$ cat src/design/strip_fan_triangle_assembler_macros.svh
// ----------------------------------------------------------------------------
// Strip and fan triangle assembler assertion macros
// Shared concurrent assertion forms used by the assembler's modules.
// ----------------------------------------------------------------------------
`ifndef STRIP_FAN_TRIANGLE_ASSEMBLER_MACROS_SVH
`define STRIP_FAN_TRIANGLE_ASSEMBLER_MACROS_SVH

// Same-cycle implication, disabled while reset is asserted.
`define STFA_ASSERT_NOW(label, clk, rst_n, ante, cons) \
    label: assert property (@(posedge clk) disable iff (!rst_n) (ante) |-> (cons)) \
        else $error("assembler check failed");

// Next-cycle implication, disabled while reset is asserted.
`define STFA_ASSERT_NEXT(label, clk, rst_n, ante, cons) \
    label: assert property (@(posedge clk) disable iff (!rst_n) (ante) |=> (cons)) \
        else $error("assembler check failed");

`endif

$ cat src/design/stfa_pkg.sv
// ----------------------------------------------------------------------------
// Strip and fan triangle assembler package
// Vertex and triangle types and shared constants.
// ----------------------------------------------------------------------------
`default_nettype none

package stfa_pkg;

    localparam int unsigned IDX_W   = 15;
    localparam int unsigned CRD_W   = 16;
    localparam int unsigned COUNT_W = 16;

    // Item type codes carried on req_type.
    localparam logic REQ_HEADER = 1'b0;
    localparam logic REQ_VERTEX = 1'b1;

    // Saturating vertex counter values.
    localparam logic [1:0] SEEN_NONE = 2'd0;
    localparam logic [1:0] SEEN_ONE  = 2'd1;
    localparam logic [1:0] SEEN_TWO  = 2'd2;

    typedef struct packed {
        logic [IDX_W-1:0]        index;
        logic signed [CRD_W-1:0] s;
        logic signed [CRD_W-1:0] t;
    } vertex_t;

    typedef struct packed {
        vertex_t corner0;
        vertex_t corner1;
        vertex_t corner2;
        logic    run_end;
    } tri_t;

endpackage

`default_nettype wire

$ cat src/design/stfa_core.sv
// ----------------------------------------------------------------------------
// Strip and fan triangle assembler core
// Run state and vertex history; forms one triangle per accepted vertex from the third vertex of a run on.
// ----------------------------------------------------------------------------
`default_nettype none

`include "strip_fan_triangle_assembler_macros.svh"

module stfa_core (
    input  wire logic                           clk,
    input  wire logic                           rst_n,
    input  wire logic                           accept,
    input  wire logic                           req_type,
    input  wire logic signed [15:0]             run_count,
    input  wire logic [14:0]                    vertex_index,
    input  wire logic signed [15:0]             tex_s,
    input  wire logic signed [15:0]             tex_t,
    output logic                                emit,
    output stfa_pkg::tri_t                      emit_tri
);
    import stfa_pkg::*;

    logic               fan_mode_reg, fan_mode_next;
    logic [COUNT_W-1:0] vleft_reg, vleft_next;
    logic [1:0]         seen_reg, seen_next;
    vertex_t            center_reg, center_next;
    vertex_t            last_reg, last_next;
    vertex_t            second_last_reg, second_last_next;

    logic    hdr_take;
    logic    vtx_take;
    vertex_t cur;

    assign hdr_take = accept && (req_type == REQ_HEADER);
    assign vtx_take = accept && (req_type == REQ_VERTEX) && (vleft_reg != '0);

    assign cur.index = vertex_index;
    assign cur.s     = tex_s;
    assign cur.t     = tex_t;

    always_comb
    begin
        fan_mode_next    = fan_mode_reg;
        vleft_next       = vleft_reg;
        seen_next        = seen_reg;
        center_next      = center_reg;
        last_next        = last_reg;
        second_last_next = second_last_reg;
        if (hdr_take)
        begin
            // The magnitude of the most negative count still fits in 16 bits.
            fan_mode_next = !run_count[COUNT_W-1] && (run_count != '0);
            vleft_next    = run_count[COUNT_W-1] ? COUNT_W'(-run_count)
                                                 : COUNT_W'(run_count);
            seen_next     = SEEN_NONE;
        end
        else if (vtx_take)
        begin
            if (seen_reg == SEEN_NONE)
            begin
                center_next = cur;
            end
            second_last_next = last_reg;
            last_next        = cur;
            vleft_next       = vleft_reg - COUNT_W'(1);
            if (seen_reg != SEEN_TWO)
            begin
                seen_next = seen_reg + 2'd1;
            end
        end
    end

    always_comb
    begin
        emit             = vtx_take && (seen_reg == SEEN_TWO);
        emit_tri.corner0 = fan_mode_reg ? center_reg : second_last_reg;
        emit_tri.corner1 = last_reg;
        emit_tri.corner2 = cur;
        emit_tri.run_end = (vleft_reg == COUNT_W'(1));
    end

    always_ff @(posedge clk or negedge rst_n)
    begin
        if (!rst_n)
        begin
            fan_mode_reg <= 1'b0;
            vleft_reg    <= '0;
            seen_reg     <= SEEN_NONE;
        end
        else
        begin
            fan_mode_reg <= fan_mode_next;
            vleft_reg    <= vleft_next;
            seen_reg     <= seen_next;
        end
    end

    always_ff @(posedge clk)
    begin
        center_reg      <= center_next;
        last_reg        <= last_next;
        second_last_reg <= second_last_next;
    end

    `STFA_ASSERT_NOW(a_seen_saturates, clk, rst_n, 1'b1, seen_reg != 2'd3)
    `STFA_ASSERT_NEXT(a_header_restarts, clk, rst_n, hdr_take, seen_reg == SEEN_NONE)
    `STFA_ASSERT_NEXT(a_vertex_counts_down, clk, rst_n, vtx_take,
        vleft_reg == $past(vleft_reg) - COUNT_W'(1))

endmodule

`default_nettype wire

$ cat src/design/stfa_out_buf.sv
// ----------------------------------------------------------------------------
// Strip and fan triangle assembler result buffer
// Two-entry result queue that registers triangles and absorbs a stall.
// ----------------------------------------------------------------------------
`default_nettype none

`include "strip_fan_triangle_assembler_macros.svh"

module stfa_out_buf (
    input  wire logic           clk,
    input  wire logic           rst_n,
    input  wire logic           push,
    input  wire stfa_pkg::tri_t push_tri,
    input  wire logic           pop,
    output logic                full,
    output logic                head_valid,
    output stfa_pkg::tri_t      head_tri
);
    import stfa_pkg::*;

    tri_t       slot_reg [2];
    logic       head_reg, head_next;
    logic [1:0] count_reg, count_next;
    logic       tail;

    assign tail       = head_reg ^ count_reg[0];
    assign full       = count_reg[1];
    assign head_valid = (count_reg != 2'd0);
    assign head_tri   = slot_reg[head_reg];

    always_comb
    begin
        head_next  = pop ? ~head_reg : head_reg;
        count_next = count_reg + {1'b0, push} - {1'b0, pop};
    end

    always_ff @(posedge clk or negedge rst_n)
    begin
        if (!rst_n)
        begin
            head_reg  <= 1'b0;
            count_reg <= 2'd0;
        end
        else
        begin
            head_reg  <= head_next;
            count_reg <= count_next;
        end
    end

    always_ff @(posedge clk)
    begin
        if (push)
        begin
            slot_reg[tail] <= push_tri;
        end
    end

    `STFA_ASSERT_NOW(a_no_push_when_full, clk, rst_n, push, !full)
    `STFA_ASSERT_NOW(a_count_bounded, clk, rst_n, 1'b1, count_reg != 2'd3)
    `STFA_ASSERT_NEXT(a_pop_only_drains, clk, rst_n, pop && !push,
        count_reg == $past(count_reg) - 2'd1)

endmodule

`default_nettype wire

$ cat src/design/strip_fan_triangle_assembler.sv
// ----------------------------------------------------------------------------
// Strip and fan triangle assembler
// Primitive assembly that turns fan and strip vertex runs into triangles.
// ----------------------------------------------------------------------------
// A header item (req_type = 0) opens a run whose signed run_count gives the
// number of vertices: a positive count is a fan, a negative count a strip,
// and zero opens nothing. Vertex items (req_type = 1) carry an index and a
// texture coordinate pair. From the third vertex of a run on, every vertex
// yields one triangle: center, previous, current for a fan, and second-last,
// previous, current for a strip, with no winding alternation. The triangle
// built from the final vertex of a run has run_end set. A header inside an
// open run abandons it, and vertices outside a run are dropped. One item is
// accepted every clock cycle while vtx_stall is low; each triangle is
// registered in a two-entry result queue before it reaches the result port,
// so the input keeps flowing after the result side stalls until the queue
// fills, and vtx_stall rises only when both entries hold triangles.
// ----------------------------------------------------------------------------
`default_nettype none

module strip_fan_triangle_assembler (
    input  wire logic               clk,
    input  wire logic               rst_n,
    // Input item channel.
    input  wire logic               vtx_valid,
    output logic                    vtx_stall,
    input  wire logic               req_type,
    input  wire logic signed [15:0] run_count,
    input  wire logic [14:0]        vertex_index,
    input  wire logic signed [15:0] tex_s,
    input  wire logic signed [15:0] tex_t,
    // Triangle result channel.
    output logic                    tri_valid,
    input  wire logic               tri_stall,
    output logic [14:0]             corner0_index,
    output logic signed [15:0]      corner0_s,
    output logic signed [15:0]      corner0_t,
    output logic [14:0]             corner1_index,
    output logic signed [15:0]      corner1_s,
    output logic signed [15:0]      corner1_t,
    output logic [14:0]             corner2_index,
    output logic signed [15:0]      corner2_s,
    output logic signed [15:0]      corner2_t,
    output logic                    run_end
);
    import stfa_pkg::*;

    logic accept;
    logic emit;
    tri_t emit_tri;
    logic buf_full;
    logic pop;
    tri_t head_tri;

    // The stall only depends on registered queue occupancy.
    assign vtx_stall = buf_full;
    assign accept    = vtx_valid && !vtx_stall;
    assign pop       = tri_valid && !tri_stall;

    // Run tracking and triangle formation.
    stfa_core u_core (
        .clk          (clk),
        .rst_n        (rst_n),
        .accept       (accept),
        .req_type     (req_type),
        .run_count    (run_count),
        .vertex_index (vertex_index),
        .tex_s        (tex_s),
        .tex_t        (tex_t),
        .emit         (emit),
        .emit_tri     (emit_tri)
    );

    // Result register with one extra entry to absorb a downstream stall.
    stfa_out_buf u_out_buf (
        .clk        (clk),
        .rst_n      (rst_n),
        .push       (emit),
        .push_tri   (emit_tri),
        .pop        (pop),
        .full       (buf_full),
        .head_valid (tri_valid),
        .head_tri   (head_tri)
    );

    assign corner0_index = head_tri.corner0.index;
    assign corner0_s     = head_tri.corner0.s;
    assign corner0_t     = head_tri.corner0.t;
    assign corner1_index = head_tri.corner1.index;
    assign corner1_s     = head_tri.corner1.s;
    assign corner1_t     = head_tri.corner1.t;
    assign corner2_index = head_tri.corner2.index;
    assign corner2_s     = head_tri.corner2.s;
    assign corner2_t     = head_tri.corner2.t;
    assign run_end       = head_tri.run_end;

endmodule

`default_nettype wire

$ cat config.mk
export PLATFORM = sky130hd
export DESIGN_NAME = strip_fan_triangle_assembler
export DESIGN_NICKNAME = d
export VERILOG_FILES = /design/src/design/stfa_pkg.sv /design/src/design/stfa_core.sv /design/src/design/stfa_out_buf.sv /design/src/design/strip_fan_triangle_assembler.sv
export VERILOG_INCLUDE_DIRS = /design/src /design/src/design
export SDC_FILE = /design/constraint.sdc
export NUM_CORES = 1
export LEC_CHECK = 0
export ABC_AREA = 1
export BUFFER_PORTS_ARGS = -buffer_cell sky130_fd_sc_hd__buf_2
export CAP_MARGIN = 20
export CORE_ASPECT_RATIO = 1.1
export CORE_MARGIN = 1.5
export CORE_UTILIZATION = 55
export DETAILED_ROUTE_END_ITERATION = 7
export GPL_TIMING_DRIVEN = 0
export PLACE_DENSITY = 0.76
export SYNTH_ARGS = -nofsm -noshare
export SYNTH_HDL_FRONTEND = slang
export SYNTH_SLANG_ARGS = --single-unit
$ cat constraint.sdc
create_clock -name clk -period 13.3 [get_ports clk]
set_input_delay 0 -clock clk [delete_from_list [all_inputs] [get_ports clk]]
set_output_delay 0 -clock clk [all_outputs]
set_load 0.02 [all_outputs]
# Yosys cells after proc, flatten, opt, wreduce, memory -nomap -nowiden
# Memory sizes are Yosys's and may differ from the RTL's.
# Index checks and enable logic that the tools add are counted.
# W data, S select, Z words.
[classes] bitwise=4 reduce_logical=19 n_addsub=5 eq_ne=3 mux=9
[op_table] operator="$mux W16" n=3
[op_table] operator="$mux W47" n=1
[op_table] operator="$reduce_bool A16 Y1" n=2
[op_table] operator="$eq A16 B1 Y1 const B" n=1
[op_table] operator="$neg A16 Y16" n=1
[op_table] operator="$sub A16 B1 Y16 const B" n=1
[op_table] operator="$logic_and A1 B1 Y1" n=7
[op_table] operator="$mux W2" n=3
[op_table] operator="$reduce_bool A2 Y1" n=3
[op_table] operator="$reduce_and A2 Y1" n=2
[op_table] operator="$logic_not A1 Y1" n=3
[op_table] operator="$not A1 Y1" n=3
[op_table] operator="$reduce_and A3 Y1" n=1
[op_table] operator="$add A2 B1 Y2" n=1
[op_table] operator="$add A2 B1 Y2 const B" n=1
[op_table] operator="$eq A2 B2 Y1 const B" n=1
[op_table] operator="$logic_not A2 Y1" n=1
[op_table] operator="$mux W1" n=2
[op_table] operator="$ne A2 B2 Y1 const B" n=1
[op_table] operator="$sub A2 B1 Y2" n=1
[op_table] operator="$xor A1 B1 Y1" n=1
[word_totals] regBits=163 ram_bits=284 n_memories=1 word_cells=55 output_inout_bits=144 input_bits=68
[mem_list] memory="u_out_buf.slot_reg" words=2 width=142 rd=1 rd_clocked_by_memory_dff=0 write_ports=1 line_no="stfa_out_buf.sv:21" source="tri_t slot_reg [2];"

# Depth between registers and ports, before layout
# Gate-level depths: netlist of run 1.
[logic_depth] ltp_word=7 ltp_mapped=11 ltp_nobuf=11

# By module
# Synthesis of run 1 repeated with hierarchy kept, for this count alone.
[hier_totals] cells_unflattened=1392 hier_area_um2=17800.8
[by_module_without_submodules] module="stfa_out_buf" n_inst=1 seq_area_each_um2=8603.3 area_per_inst_um2=10869.2 cells_per_inst=765
[by_module_without_submodules] module="stfa_core" n_inst=1 seq_area_each_um2=4709.5 area_per_inst_um2=6911.6 cells_per_inst=623
[by_module_without_submodules] module="strip_fan_triangle_assembler" n_inst=1 seq_area_each_um2=0.0 area_per_inst_um2=20.0 cells_per_inst=4

# Worst setup path after synthesis of run 1
# Ideal clock, no wire load.
[synth_path] kind="flip-flop to flip-flop" from="register u_core.vleft_reg[0]" to="memory u_out_buf.slot_reg[1][0] (netlist bit) (enable)" n_path_buf=0 period_less_slack_ns=11.410 arrival_time_ns=10.591 setup_ns=0.819 path_stages_with_launch=7 required_time_ns=12.481 path_slack_ns=1.890 path_cell_list="dfrtp_1 -> inv_1 -> ha_1 -> nand2_1 -> nor2_4 -> a21o_4 -> nor3_1"
[synth_between] elab_chain_len=5
[synth_lines] item="start: declaration" line_no="stfa_core.sv:24" source="logic [COUNT_W-1:0] vleft_reg, vleft_next;"
[synth_lines] item="start signal: assignment" line_no="stfa_core.sv:93" source="vleft_reg <= vleft_next;"
[synth_lines] item="$reduce_bool A16 Y1" line_no="stfa_core.sv:35" source="assign vtx_take = accept && (req_type == REQ_VERTEX) && (vleft_reg != '0);"
[synth_lines] item="$logic_and A1 B1 Y1" line_no="stfa_core.sv:35"
[synth_lines] item="$logic_and A1 B1 Y1" line_no="stfa_core.sv:75" source="emit = vtx_take && (seen_reg == SEEN_TWO);"
[synth_lines] item="$mux W1" line_no="stfa_out_buf.sv:53" source="if (push)"
[synth_lines] item="$mux W1 (implied by the code)" line_no="stfa_out_buf.sv:55" source="slot_reg[tail] <= push_tri;"
[synth_lines] item="end: declaration" line_no="stfa_out_buf.sv:21"
# Every way passes these cells.

# Worst setup path in the final report of run 1
[layout_path] from="register u_core.vleft_reg[0]" to="memory u_out_buf.slot_reg[0][76] (netlist bit) (enable)"
# Same word-level chain as after synthesis.

==> flow_summary.yaml, run 1 <==
clock_tree:
  cts_setup_buffers: 0
  clockBufferDepth: 3
  cts_tree: "yes"
  htree_levels: 2
  clkSlewWorstSetupHoldPaths_ns: 0.06
  clk_root_buffer_cell: "sky130_fd_sc_hd__clkbuf_16"
  cts_buffer_count: 43
  numClockSinks: 447
  worstSkewPairLatency_ns: 0.54
sta:
  setup_total_negative_slack_ns: 0
  worst-slew-pin-transition_ns: 0.7473
  timing.fmax_mhz: 325.4
  clock_skew_ns: 0.01294
  hold_viol_final: 0
  rsz_0062_raised_after_global_routing: "no"
  final_period_minus_worst_setup_slack_ns: 3.073
  timing.final.max_slew_violations: 0
  worst_slew_margin_rel: 0.5006
  report.final.setup_viol: 0
  fin_crit_sh: 0.2311
pwr:
  power_report.internal_total_mw: 2.728
  powerDensity_nw_per_um2: 199.5
  power.combinational.fraction: 0.307
  vdd_ir_drop_max_mv: 0.1577
  power_frac_clock: 0.275
  share_of_total_power_consumed_by_net_switching: 0.3520
  net-switching-power_mw: 1.481
  p_seq_frac: 0.418
  power.static_leakage_nw: 8.581
final_layout:
  num-fill-cells: 2160
  most_used_cells_in_the_layout_excluding_fill_and_tap_cells: "sky130_fd_sc_hd__nand2_1 (663), sky130_fd_sc_hd__edfxtp_1 (425), sky130_fd_sc_hd__buf_2 (223)"
  nNetsFinal: 1774
  flip_flop_count_of_the_largest_register_all_copies_and_words_added: 284
  area_of_the_multi_input_gates_um2: 3440
  most_frequent_standard_cell_in_the_layout_excluding_fill_and_tap_cells: "sky130_fd_sc_hd__nand2_1"
  antenna_cells_inserted: 0
  drive_gt1_frac: 0.1964
  seqCellArea_um2: 13310
  area.growth.synth_to_final_pct: 23.43
  postLayoutCoreUtil: 0.6914
die:
  fp.dieH_um: 187.9
  starting_density: 0.5602
  die_w_um: 171.1
  ioPinCount: 212
  floorplan.die_area_um2: 32150
  rows: 67
  coreArea_um2: 30510
critical_path:
  cp_cell_sequence: "inv_1 > ha_1 > nand2_1 > nor2_4 > a21oi_4 > and3_4 > buf_12 > buf_16"
  setup.worst_path.start_class: "flip-flop"
  path_buf_inv: 3
  worstSetupPathType: "flip-flop to flip-flop"
  reg2reg_from: "u_core.vleft_reg[0]"
  timing.critical_path.slowest_cell_delay_ns: 0.66
  cp-startpoint: "u_core.vleft_reg[0]"
  critical_path_depth: 8
  critical_path_arrival_ns: 3.30
  slowest_stage: "sky130_fd_sc_hd__and3_4"
  path_max_fanout: 43
  timing.critical_path.max_delay_family: "simple AND/OR/NAND/NOR gates"
  worst-endpoint-required_ns: 13.52
  cp-end-kind: "flip-flop"
  ff2ff_path_depth: 8
logic_synthesis:
  yosys_warnings: 0
  synthesis.area_per_instance_um2: 12.68
  postSynthCellCount: 1348
  yosys_register_bits: 447
  synth.lib_cells_used.distinct: 32
  synth_net_count: 1424
  syn_area_um2: 17090
  seq_area_frac_synth: 0.7789
global_routing:
  grt-ovfl-total: 0
  global_route.usage.total: 0.2431
  grt_start_max_net_pins: 44
  initial_antenna_violation_count: 0
  grt_pass1_vias: 10940
  global_route_wire_length_before_repair_um: 58900
placed_design:
  detailed_place_hpwl_um: 24870
  port_buffers: 210
  place.gp.congestion: 0.8488
route:
  vias: 10890
  post_drt_wl_per_cell_um: 17.82
  route.detailed.vias_per_inst: 5.076
  postRouteAntennaNets: 0
  drt-initial-drc-count: 766
  post_route_drc_violation_count: 0
  finalWirelength_um: 38220
  drtPass1Iterations: 5
min_path:
  hold_start: "vtx_valid"
  min-delay-path-class: "primary input to flip-flop"
  timing.hold.worst_path_depth: 7
job:
  maxCapViolCount: 0
status:
  outcome: "complete, no violations"
[routing by layer]
metal  track usage  part of all wire
met5             0                 0
met4       0.07760             0.026
met3       0.03820             0.057
met2        0.4357              0.52
met1        0.3006              0.40
[cell usage after synthesis (all sizes together)]
cell | n | share of area
nand4 | 3 | 0.0011
buf | 26 | 0.0080
nand3b | 2 | 0.00088
o211ai | 2 | 0.00088
edfxtp | 425 | 0.75
o21ai | 19 | 0.0056
and3 | 1 | 0.00037
xor2 | 5 | 0.0026
o21a | 1 | 0.00044
ha | 8 | 0.0059
clkbuf | 22 | 0.0048
xnor2 | 5 | 0.0026
dfrtp | 22 | 0.032
o22ai | 1 | 0.00037
inv | 37 | 0.0081
nor3 | 5 | 0.0015
nor3b | 1 | 0.00073
nand2 | 667 | 0.15
nor2 | 51 | 0.015
nand3 | 33 | 0.0097
a21oi | 11 | 0.0050
a21o | 1 | 0.00088
[worst reg2reg max path, stage by stage, from the launching register on]
cell,delay (ns)
sky130_fd_sc_hd__dfrtp_1,0.40
sky130_fd_sc_hd__inv_1,0.11
sky130_fd_sc_hd__ha_1,0.20
sky130_fd_sc_hd__nand2_1,0.10
sky130_fd_sc_hd__nor2_4,0.06
sky130_fd_sc_hd__a21oi_4,0.59
sky130_fd_sc_hd__and3_4,0.67
sky130_fd_sc_hd__buf_12,0.30
sky130_fd_sc_hd__buf_16,0.31
[logic make-up after synthesis]
logic type      Yosys count  synth area share
xor+xnor                 10          0.005124
fa+ha+maj                 8          0.005856
compound gates           35           0.01310
flops                   447            0.7789
simple gates            763            0.1761
buf+inv                  85           0.02094
[worst paths after layout]
path / endpoint / slack, ns
min in group asynchronous: u_core.vleft_reg[11] / 0.58
min reg2reg: u_out_buf.slot_reg[0][56] / 0.47
max reg2reg: u_out_buf.slot_reg[0][76] / 10.23
min: u_core.vleft_reg[1] / 0.05
max in group asynchronous: u_core.fan_mode_reg / 12.20
max: u_out_buf.slot_reg[0][76] / 10.23
[what timing repair did]
| item | 4_1_cts | 5_1_grt |
|---|---|---|
| hold buffers | 72 | 0 |
| endpoints found under the hold margin | 228 | 0 |
| gates resized for setup | 0 | 0 |
[power by group through the flow]
stage	Sequential [mW]	Combinational, mW	Clock (mW)
finish	1.76	1.29	1.16
global route	1.77	1.42	1.23
CTS	1.76	1.30	1.18
detailed placement	1.79	1.28	0
global placement	1.80	1.23	0
floorplan	1.79	0.790	0
[metrics by stage]
| stage | cell area (um2) | setup WS [ns] | power, mW | hold slack, ns | cells |
|---|---|---|---|---|---|
| 2_1_floorplan | 17090 | 1.890 | 2.576 | -0.2956 | 1348 |
| 3_3_place_gp | 18660 | -4.187 | 3.028 | 0.01150 | 1972 |
| 3_5_place_dp | 19020 | 10.20 | 3.067 | 0.01355 | 1994 |
| 4_1_cts | 21090 | 10.19 | 4.238 | 0.03248 | 2144 |
| 5_1_grt | 21100 | 10.07 | 4.424 | 0.06810 | 2145 |
| 6_report | 21100 | 10.23 | 4.209 | 0.04818 | 2145 |
[layout make-up]
type	count	area share
clock buffers	57	0.05551
well taps	414	0.02455
inverters	37	0.006583
clock inverters	21	0.008125
flip-flops and latches	447	0.6310
plain buffers	48	0.01038
repair buffers	305	0.1008
multi-input cells	816	0.1630
(Power assumes the default switching activity.)
==> run 2, diff against run 1 <==
- CORE_UTILIZATION: 55 -> 52
- clock period: 13.3 -> 2.6 ns (I/O delays scaled with it)
==> run 2 against run 1 <==
Effect of this change: sequential share of layout area fell by 0.38 points; routed wire length down 1.2%; largest cell class unchanged; final cell count rose by 0.47%; die area increased by 5.7%; non-clock buffer count down 3; critical endpoint is now corner0_s[9]; register-to-register slack worse by 10 ns.
==> flow_summary.yaml, run 2 (synthesized netlist as in run 1, its figures left out) <==
clock_tree:
  worstSkewPairLatency_ns: 0.55
  htree_levels: 2
  clockBufferDepth: 3
  cts_buffer_count: 43
  clk_root_buffer_cell: "sky130_fd_sc_hd__clkbuf_16"
  numClockSinks: 447
  cts_tree: "yes"
  clkSlewWorstSetupHoldPaths_ns: 0.06
sta:
  worst_slew_margin_rel: 0.3603
  worst-slew-pin-transition_ns: 0.9573
  final.hold.worst_slack_ns: 0.07492
  timing.final.max_slew_violations: 0
  hold_viol_final: 0
  setup_total_negative_slack_ns: 0
  timing.fmax_mhz: 406.0
  fin_crit_sh: 0.9473
  clock_skew_ns: 0.02670
  report.final.setup_viol: 0
  final_period_minus_worst_setup_slack_ns: 2.463
  rsz_0062_raised_after_global_routing: "no"
global_routing:
  global_route.usage.total: 0.2215
  initial_antenna_violation_count: 0
  grt_pass1_vias: 10890
  grt_start_max_net_pins: 119
  grt-ovfl-total: 0
  global_route_wire_length_before_repair_um: 57350
placed_design:
  numPlacedInstances: 2000
  port_buffers: 210
  place.gp.congestion: 0.8108
  detailed_place_hpwl_um: 24670
  area_of_placed_instances_um2: 19090
critical_path:
  timing.critical_path.slowest_cell_delay_ns: 0.49
  reg2reg_from: "u_core.vleft_reg[0]"
  critical_path_arrival_ns: 2.46
  slowest_stage: "sky130_fd_sc_hd__buf_1"
  crit_path_frequent_cell: "sky130_fd_sc_hd__buf_2"
  timing.critical_path.max_delay_family: "buffers and inverters"
  critical_path.reg2reg.endpoint: "u_out_buf.slot_reg[1][86]"
  critical_path_depth: 6
  r2r_slack_ns: 0.16
  path_buf_inv: 4
  worst-endpoint-required_ns: 2.60
  worstSetupPathType: "flip-flop to output port"
  path_max_fanout: 10
  setup.worst_path.start_class: "flip-flop"
  cp_cell_sequence: "buf_2 > buf_2 > buf_1 > nand2_1 > nand2_1 > buf_2"
  cp-end-kind: "output port"
  ff2ff_path_depth: 11
die:
  floorplan.die_area_um2: 33970
  starting_density: 0.5280
  ioPinCount: 212
  fp.dieH_um: 193.2
  coreArea_um2: 32370
  die_w_um: 175.9
  rows: 69
min_path:
  timing.hold.worst_path_depth: 7
  min-delay-path-class: "primary input to flip-flop"
  hold-path-endpoint: "u_core.vleft_reg[1]"
  hold_start: "vtx_valid"
pwr:
  power.static_leakage_nw: 8.614
  vdd_ir_drop_max_mv: 0.7005
  powerDensity_nw_per_um2: 1018
  p_total_mw: 21.60
final_layout:
  most_frequent_standard_cell_in_the_layout_excluding_fill_and_tap_cells: "sky130_fd_sc_hd__nand2_1"
  antenna_cells_inserted: 0
  nNetsFinal: 1772
  most_used_cells_in_the_layout_excluding_fill_and_tap_cells: "sky130_fd_sc_hd__nand2_1 (662), sky130_fd_sc_hd__edfxtp_1 (425), sky130_fd_sc_hd__buf_2 (223)"
  drive_gt1_frac: 0.2001
  layout.cells.non_filler: 2155
  area.growth.synth_to_final_pct: 24.19
  num-fill-cells: 2318
  post-route-cell-area_um2: 21230
  flip_flop_count_of_the_largest_register_all_copies_and_words_added: 284
status:
  outcome: "complete, no violations"
job:
  maxCapViolCount: 0
route:
  met2_wirelength_um: 19380
  detailroute.wirelength.met3_um: 2019
  drt-initial-drc-count: 734
  post_drt_wl_per_cell_um: 17.52
  drtPass1Iterations: 5
  postRouteAntennaNets: 0
  post_route_drc_violation_count: 0
  vias: 10830
  finalWirelength_um: 37760
  met1Wirelength_um: 15350
  routed.top_layer: "met4"
  route.detailed.vias_per_inst: 5.025
==> run 2: cell count changes in the layout (fill, tap and decap cells not counted), moves of 2 or more <==
cell / delta
sky130_fd_sc_hd__buf_1: -2
sky130_fd_sc_hd__buf_12: -2
sky130_fd_sc_hd__buf_16: +7
sky130_fd_sc_hd__buf_6: -8
sky130_fd_sc_hd__buf_8: -2
sky130_fd_sc_hd__clkbuf_1: -2
sky130_fd_sc_hd__clkbuf_2: +3
sky130_fd_sc_hd__inv_6: +2
==> run 2: worst max-delay path by stage <==
stage,startpoint,endpoint,slack (ns)
after floorplan,u_core.vleft_reg[0],u_out_buf.slot_reg[0][0],-2.34
after global placement,u_core.vleft_reg[0],u_out_buf.slot_reg[0][35],-4.40
after detailed placement,u_core.vleft_reg[0],u_out_buf.slot_reg[0][129],-0.48
after CTS,u_out_buf.head_reg,corner1_s[6],0.03
after global routing,u_out_buf.head_reg,corner0_t[10],0.02
final,u_out_buf.head_reg,corner0_s[9],0.14
==> run 2: metrics by stage <==
stage               setup WS [ns]    util
finish                     0.1371  0.6557
global route              0.02292  0.6557
CTS                       0.02637  0.6540
detailed placement        -0.4797  0.5897
global placement           -4.405  0.5779
floorplan                  -2.339       -
==> run 2: tightest hold or removal path: stages <==
cell and delay (ns):
sky130_fd_sc_hd__buf_2 0.11, sky130_fd_sc_hd__nand2_2 0.08, sky130_fd_sc_hd__nor2_4 0.07, sky130_fd_sc_hd__o211ai_1 0.10, sky130_fd_sc_hd__o21ai_0 0.09, sky130_fd_sc_hd__nand2_1 0.06
sky130_fd_sc_hd__o21ai_1 0.06
==> run 2: power breakdown <==
group | total, mW | switching [mW] | internal [mW]
Combinational | 6.64 | 4.75 | 1.89
Sequential | 9.00 | 0.287 | 8.71
Clock | 5.96 | 2.58 | 3.38
Total | 21.6 | 7.62 | 14.0
==> run 2: routing by layer <==
layer  up-vias  global-route usage
met5         -                   0
met4         0             0.07791
met3        62             0.03471
met2       346              0.3948
met1      5165              0.2764
li1       5256                   -
==> run 2: final cells by class <==
type,count,area [um2],area share
Clock inverter,24,236.5,0.01114
Timing Repair Buffer,302,2195,0.1034
Buffer,48,222.7,0.01049
Inverter,37,138.9,0.006542
Tap cell,426,533.0,0.02511
Clock buffer,54,1117,0.05263
Multi-Input combinational cell,817,3471,0.1635
Sequential cell,447,13310,0.6272
==> run 2: what timing repair did <==
item	in CTS	in global routing
endpoints found under the hold margin	228	0
endpoints found under the setup margin	270	104
buffers inserted	2	0
gates resized for setup	1	2
cloned	1	1
hold buffers	73	0
pin swaps	3	0
